==> src/rtl/assert_macros.svh <==
// Assertion macros used by the console writer top level.
`ifndef ASSERT_MACROS_SVH
`define ASSERT_MACROS_SVH

// Check a property on every rising edge outside reset.
`define TCW_ASSERT(label, clk, rst_n, prop, msg) \
    label: assert property (@(posedge clk) disable iff (!rst_n) (prop)) else $error(msg);

// Check that a condition implies a consequence in the same cycle.
`define TCW_ASSERT_IMP(label, clk, rst_n, cond, cons, msg) \
    label: assert property (@(posedge clk) disable iff (!rst_n) (cond) |-> (cons)) \
        else $error(msg);

// Check that a condition implies a consequence in the next cycle.
`define TCW_ASSERT_NEXT(label, clk, rst_n, cond, cons, msg) \
    label: assert property (@(posedge clk) disable iff (!rst_n) (cond) |=> (cons)) \
        else $error(msg);

`endif

==> src/rtl/tcw_pkg.sv <==
// Types, request codes and character constants of the text console writer.
`timescale 1ns / 1ps
package tcw_pkg;

    // Default screen geometry
    localparam int DEF_COLUMNS = 80;
    localparam int DEF_ROWS    = 25;

    // Width of one stored cell: character in the upper byte, attribute below
    localparam int CELL_W = 16;

    // Request codes
    localparam logic [1:0] REQ_PUT   = 2'd0;
    localparam logic [1:0] REQ_BACK  = 2'd1;
    localparam logic [1:0] REQ_CLEAR = 2'd2;
    localparam logic [1:0] REQ_READ  = 2'd3;

    // Character codes
    localparam logic [7:0] CH_SPACE   = 8'd32;
    localparam logic [7:0] CH_NEWLINE = 8'd10;
    localparam logic [7:0] CH_STAR    = 8'd42;

    typedef struct packed {
        logic [1:0]  req_type;
        logic [7:0]  char_code;
        logic [7:0]  attr;
        logic        masked;
        logic [10:0] cell_index;
    } t_in_item;

    typedef struct packed {
        logic [10:0] cursor_pos;
        logic [7:0]  read_char;
        logic [7:0]  read_attr;
        logic        scrolled;
    } t_out_item;

endpackage

==> src/rtl/tcw_cursor.sv <==
// Next cursor position, column and scroll decision for one request.
`timescale 1ns / 1ps
module tcw_cursor
    import tcw_pkg::*;
#(
    parameter int COLUMNS = DEF_COLUMNS,
    parameter int ROWS    = DEF_ROWS,
    parameter int AW      = $clog2(COLUMNS * ROWS),
    parameter int CW      = (COLUMNS > 1) ? $clog2(COLUMNS) : 1
) (
    input  logic [1:0]    i_req,
    input  logic          i_newline,
    input  logic [AW-1:0] i_cursor,
    input  logic [CW-1:0] i_col,
    output logic [AW-1:0] o_cursor,
    output logic [CW-1:0] o_col,
    output logic          o_scroll,
    output logic          o_back_write
);

    localparam int CELL_COUNT = COLUMNS * ROWS;

    logic [AW:0] w_cur;
    logic [AW:0] w_put;
    logic [AW:0] w_next;
    logic        w_wrap;

    assign w_cur  = {1'b0, i_cursor};
    // Newline jumps to the start of the next row, a character steps one cell
    assign w_put  = i_newline ? (w_cur + ((AW+1)'(COLUMNS) - (AW+1)'(i_col)))
                              : (w_cur + (AW+1)'(1));
    assign w_wrap = (w_put >= (AW+1)'(CELL_COUNT));
    assign w_next = w_wrap ? (w_put - (AW+1)'(COLUMNS)) : w_put;

    // Decode the request
    always_comb begin
        o_cursor     = i_cursor;
        o_col        = i_col;
        o_scroll     = 1'b0;
        o_back_write = 1'b0;
        unique case (i_req)
            REQ_PUT: begin
                o_cursor = w_next[AW-1:0];
                o_scroll = w_wrap;
                if (i_newline || (i_col == CW'(COLUMNS - 1))) begin
                    o_col = '0;
                end else begin
                    o_col = i_col + CW'(1);
                end
            end
            REQ_BACK: begin
                if (i_cursor != '0) begin
                    o_cursor     = i_cursor - AW'(1);
                    o_back_write = 1'b1;
                    o_col        = (i_col == '0) ? CW'(COLUMNS - 1) : (i_col - CW'(1));
                end
            end
            REQ_CLEAR: begin
                o_cursor = '0;
                o_col    = '0;
            end
            REQ_READ: begin
                o_cursor = i_cursor;
            end
            default: begin
                o_cursor = i_cursor;
            end
        endcase
    end

endmodule

==> config.mk <==
export PLATFORM = sky130hd
export DESIGN_NAME = tcw_cursor
export DESIGN_NICKNAME = d
export VERILOG_FILES = /design/src/rtl/assert_macros.svh /design/src/rtl/tcw_pkg.sv /design/src/rtl/tcw_cursor.sv
export SDC_FILE = /design/constraint.sdc
export NUM_CORES = 1
export LEC_CHECK = 0
export BUFFER_PORTS_ARGS = -buffer_cell sky130_fd_sc_hd__buf_4
export CAP_MARGIN = 5
export CORE_UTILIZATION = 30
export DETAILED_ROUTE_END_ITERATION = 16
export PLACE_DENSITY = 0.6
export SETUP_SLACK_MARGIN = 0.2
export SYNTH_ARGS = -nofsm -noshare
export SYNTH_HDL_FRONTEND = slang
export SYNTH_SLANG_ARGS = --single-unit
==> constraint.sdc <==
create_clock -name vclk -period 5.3
set_input_delay 0.53 -clock vclk [all_inputs]
set_output_delay 0.53 -clock vclk [all_outputs]
set_load 0.02 [all_outputs]
==> results.txt <==
----------------------------------------------------
[Min path]
  Class of the most critical hold timing path ... input pin to primary output

[Detailed routing]
  First drt pass iteration count ... 4
  Overall routed net length ... 5.36 mm
  Vias after detailed routing ... 2,012
  DR vias/cell ... 5.62
  DRC violations left ... 0
  Routed length per placed instance ... 15.0 um
  Antenna Nets Post-Route ... 0
  Drt first-iter violations ... 121

[GRT]
  First-pass GRT wire length ... 8.49 mm
  Initial antenna violation count ... 0
  Aggregate global-route resource usage ... 16.8%
  Vias in the first global route ... 1,786
  Pin count of the biggest net entering global routing ... 19
  Global-route congestion overflow total ... 0

[Layout]
  Total number of nets in the final design ... 328
  # clk buffers ... 0
  Syn-to-layout area delta ... 20.1%
  Combined flip-flop and latch cell area ... 0 um2
  Share of layout cells above drive strength 1 ... 20.3%
  Post-route standard cell area excluding fillers ... 0.00210 mm2
  Antenna cells ... 0
  Count of flip-flops and latches ... 0

[Die]
  Chip Height ... 78.3 um
  Cell row count ... 27
  Number of I/O pins ... 41
  Die area ... 0.00613 mm2
  Floorplan die width ... 78.3 um
  Initial cell density of the core ... 31.3%
  Core Footprint ... 0.00557 mm2

[Timing]
  Setup TNS ... 0 ns
  Worst-case headroom to the max-slew limit ... 54.8%
  Slew at the pin with the worst max-slew slack ... 0.674 ns
  Number of hold violations in the final report ... 0
  Count of endpoints failing setup in the final report ... 0
  Worst Hold Margin ... 1.40 ns
  Time the worst path needs with I/O delays and setup ... 4.79 ns
  Share of the clock period used by the worst path ... 90.3%
  Maximum clock frequency ... 0.209 GHz
  RSZ-0062 raised after global routing ... false
  Max Slew Vio Count ... 0

[Synth]
  Cell accounting for the most synthesized area ... sky130_fd_sc_hd__ha_1
  Cells taking the most area after synthesis ... sky130_fd_sc_hd__ha_1, sky130_fd_sc_hd__xnor2_1, sky130_fd_sc_hd__a21oi_1, sky130_fd_sc_hd__nor2_1, sky130_fd_sc_hd__nand2_1
  Synth cell count leaders ... sky130_fd_sc_hd__nor2_1, sky130_fd_sc_hd__a21oi_1, sky130_fd_sc_hd__nand2_1
  Post-Synthesis Net Count ... 300
  Portion of synthesized cell area occupied by the leading cell type ... 12.9%
  Synthesized area divided by synthesized cell count ... 6.72 um2
  Most common cell in the netlist ... sky130_fd_sc_hd__nor2_1
  Number of synthesis warnings ... 0
  Area of the mapped netlist ... 0.00175 mm2
  Portion of the post-synthesis area used by sequential elements ... 0%
  Number of instances in the synthesized netlist ... 260
  Number of distinct library cells after synthesis ... 60

[Pwr]
  Total power density per cell area ... 128 mW/mm2
  Peak supply drop ... 0.0478 mV
  Leakage power summed over all cells ... 0.897 nW
  Design Power ... 0.269 mW

[Critical path]
  Critical Path Max Stage Delay ... 0.39 ns
  Element type at the critical path start ... input pin
  Crit. End Element ... primary output
  Peak fanout along the critical path ... 7
  Required time of the worst setup path ... 4.77 ns
  Type of the setup path with the least slack ... input pin to primary output
  Cell at the slowest stage of the critical path ... sky130_fd_sc_hd__ha_2
  Arrival time reported for the critical path endpoint ... 4.26 ns
  Cells traversed along the worst timing path ... buf_4, inv_1, ha_1, nand2_1, xnor2_1, and2_1, ha_2, nand2_1, o31ai_4, xor2_1, inv_1, ha_1, nor4bb_2, o211ai_1, a311oi_1, nand4_1, o21a_2, mux2i_1, o21ai_1, buf_4

[Placed design]
  Post-detailed-placement cell area ... 0.00208 mm2
  IO buf count ... 41
  Dpl hpwl ... 4.44 mm
  RD Place Congestion ... 0.901

[Run]
  Number of max-capacitance violations reported ... 0

[Run status]
  Outcome ... complete, no violations

[Clocking]
  Setup Buffers After CTS ... 0

----------------------------------------------------
==> critical path, delay by kind of cell <==
| family | cells | cell delay (ns) |
|---|---|---|
| multiplexers | 1 | 0.13 |
| buffers and inverters | 4 | 0.54 |
| XOR/XNOR | 2 | 0.27 |
| adder cells (fa/ha/maj) | 3 | 0.75 |
| AND/OR/NAND/NOR | 5 | 0.83 |
| AO/OA/AOI/OAI | 5 | 1.21 |
==> per-layer routing <==
| layer | track usage [%] | share of wire [%] | vias up |
|---|---|---|---|
| met3 | 0.349 | 5.2 | 4 |
| met1 | 24.4 | 49 | 910 |
| met2 | 28.2 | 45 | 68 |
| met4 | 1.48 | 0.90 | 0 |
| met5 | 0 | 0 | - |
| li1 | - | - | 1030 |
==> cell type report <==
type	count	area, um2
Tap cell	72	90.1
Multi-Input combinational cell	232	1650
Timing Repair Buffer	41	308
Inverter	13	48.8
Fill cell	622	3480
==> cells by family after synthesis <==
logic type	after synthesis	synth area share (%)
AND/OR/NAND/NOR	104	31.2
AO/OA/AOI/OAI	83	33.5
buffers and inverters	28	6.66
XOR/XNOR	21	11.0
adder cells (fa/ha/maj)	19	14.0
multiplexers	5	3.58
==> per-stage QoR <==
stage                     instances  util [%]  setup WS, ns
after floorplan                 260         -         0.874
after global placement          358      37.3         0.682
after detailed placement        358      37.3         0.534
after CTS                       358      37.3         0.518
after global routing            358      37.6         0.203
final                           358      37.6         0.513
==> report_power, final <==
part | switching [mW] | total (mW) | leakage, nW | internal (mW)
Clock | 0 | 0 | 0 | 0
Sequential | 0 | 0 | 0 | 0
Combinational | 0.157 | 0.269 | 0.897 | 0.112
==> repair_timing <==
action                                  in CTS  in global routing
hold buffers                                 0                  0
gates resized for setup                      0                  4
endpoints found under the setup margin       0                  3
==> layout by cell type (no fill, tap or decap), drive strengths merged, types with 5 or more instances in the layout <==
cell and instances:
a21oi 19, and3 6, buf 41, ha 18, inv 13, mux2i 5
nand2 20, nand3 11, nor2 25, nor3 8, o21ai 18, o22ai 9
or3 7, xnor2 14, xor2 7
==> path summary, 6_finish.rpt <==
check	from	endpoint	slack, ns	cells past startpoint
hold / removal	i_col[0]	o_col[0]	1.40	3
setup / recovery	i_col[0]	o_cursor[5]	0.51	20
No activity file was read; power rests on OpenSTA's default activity.
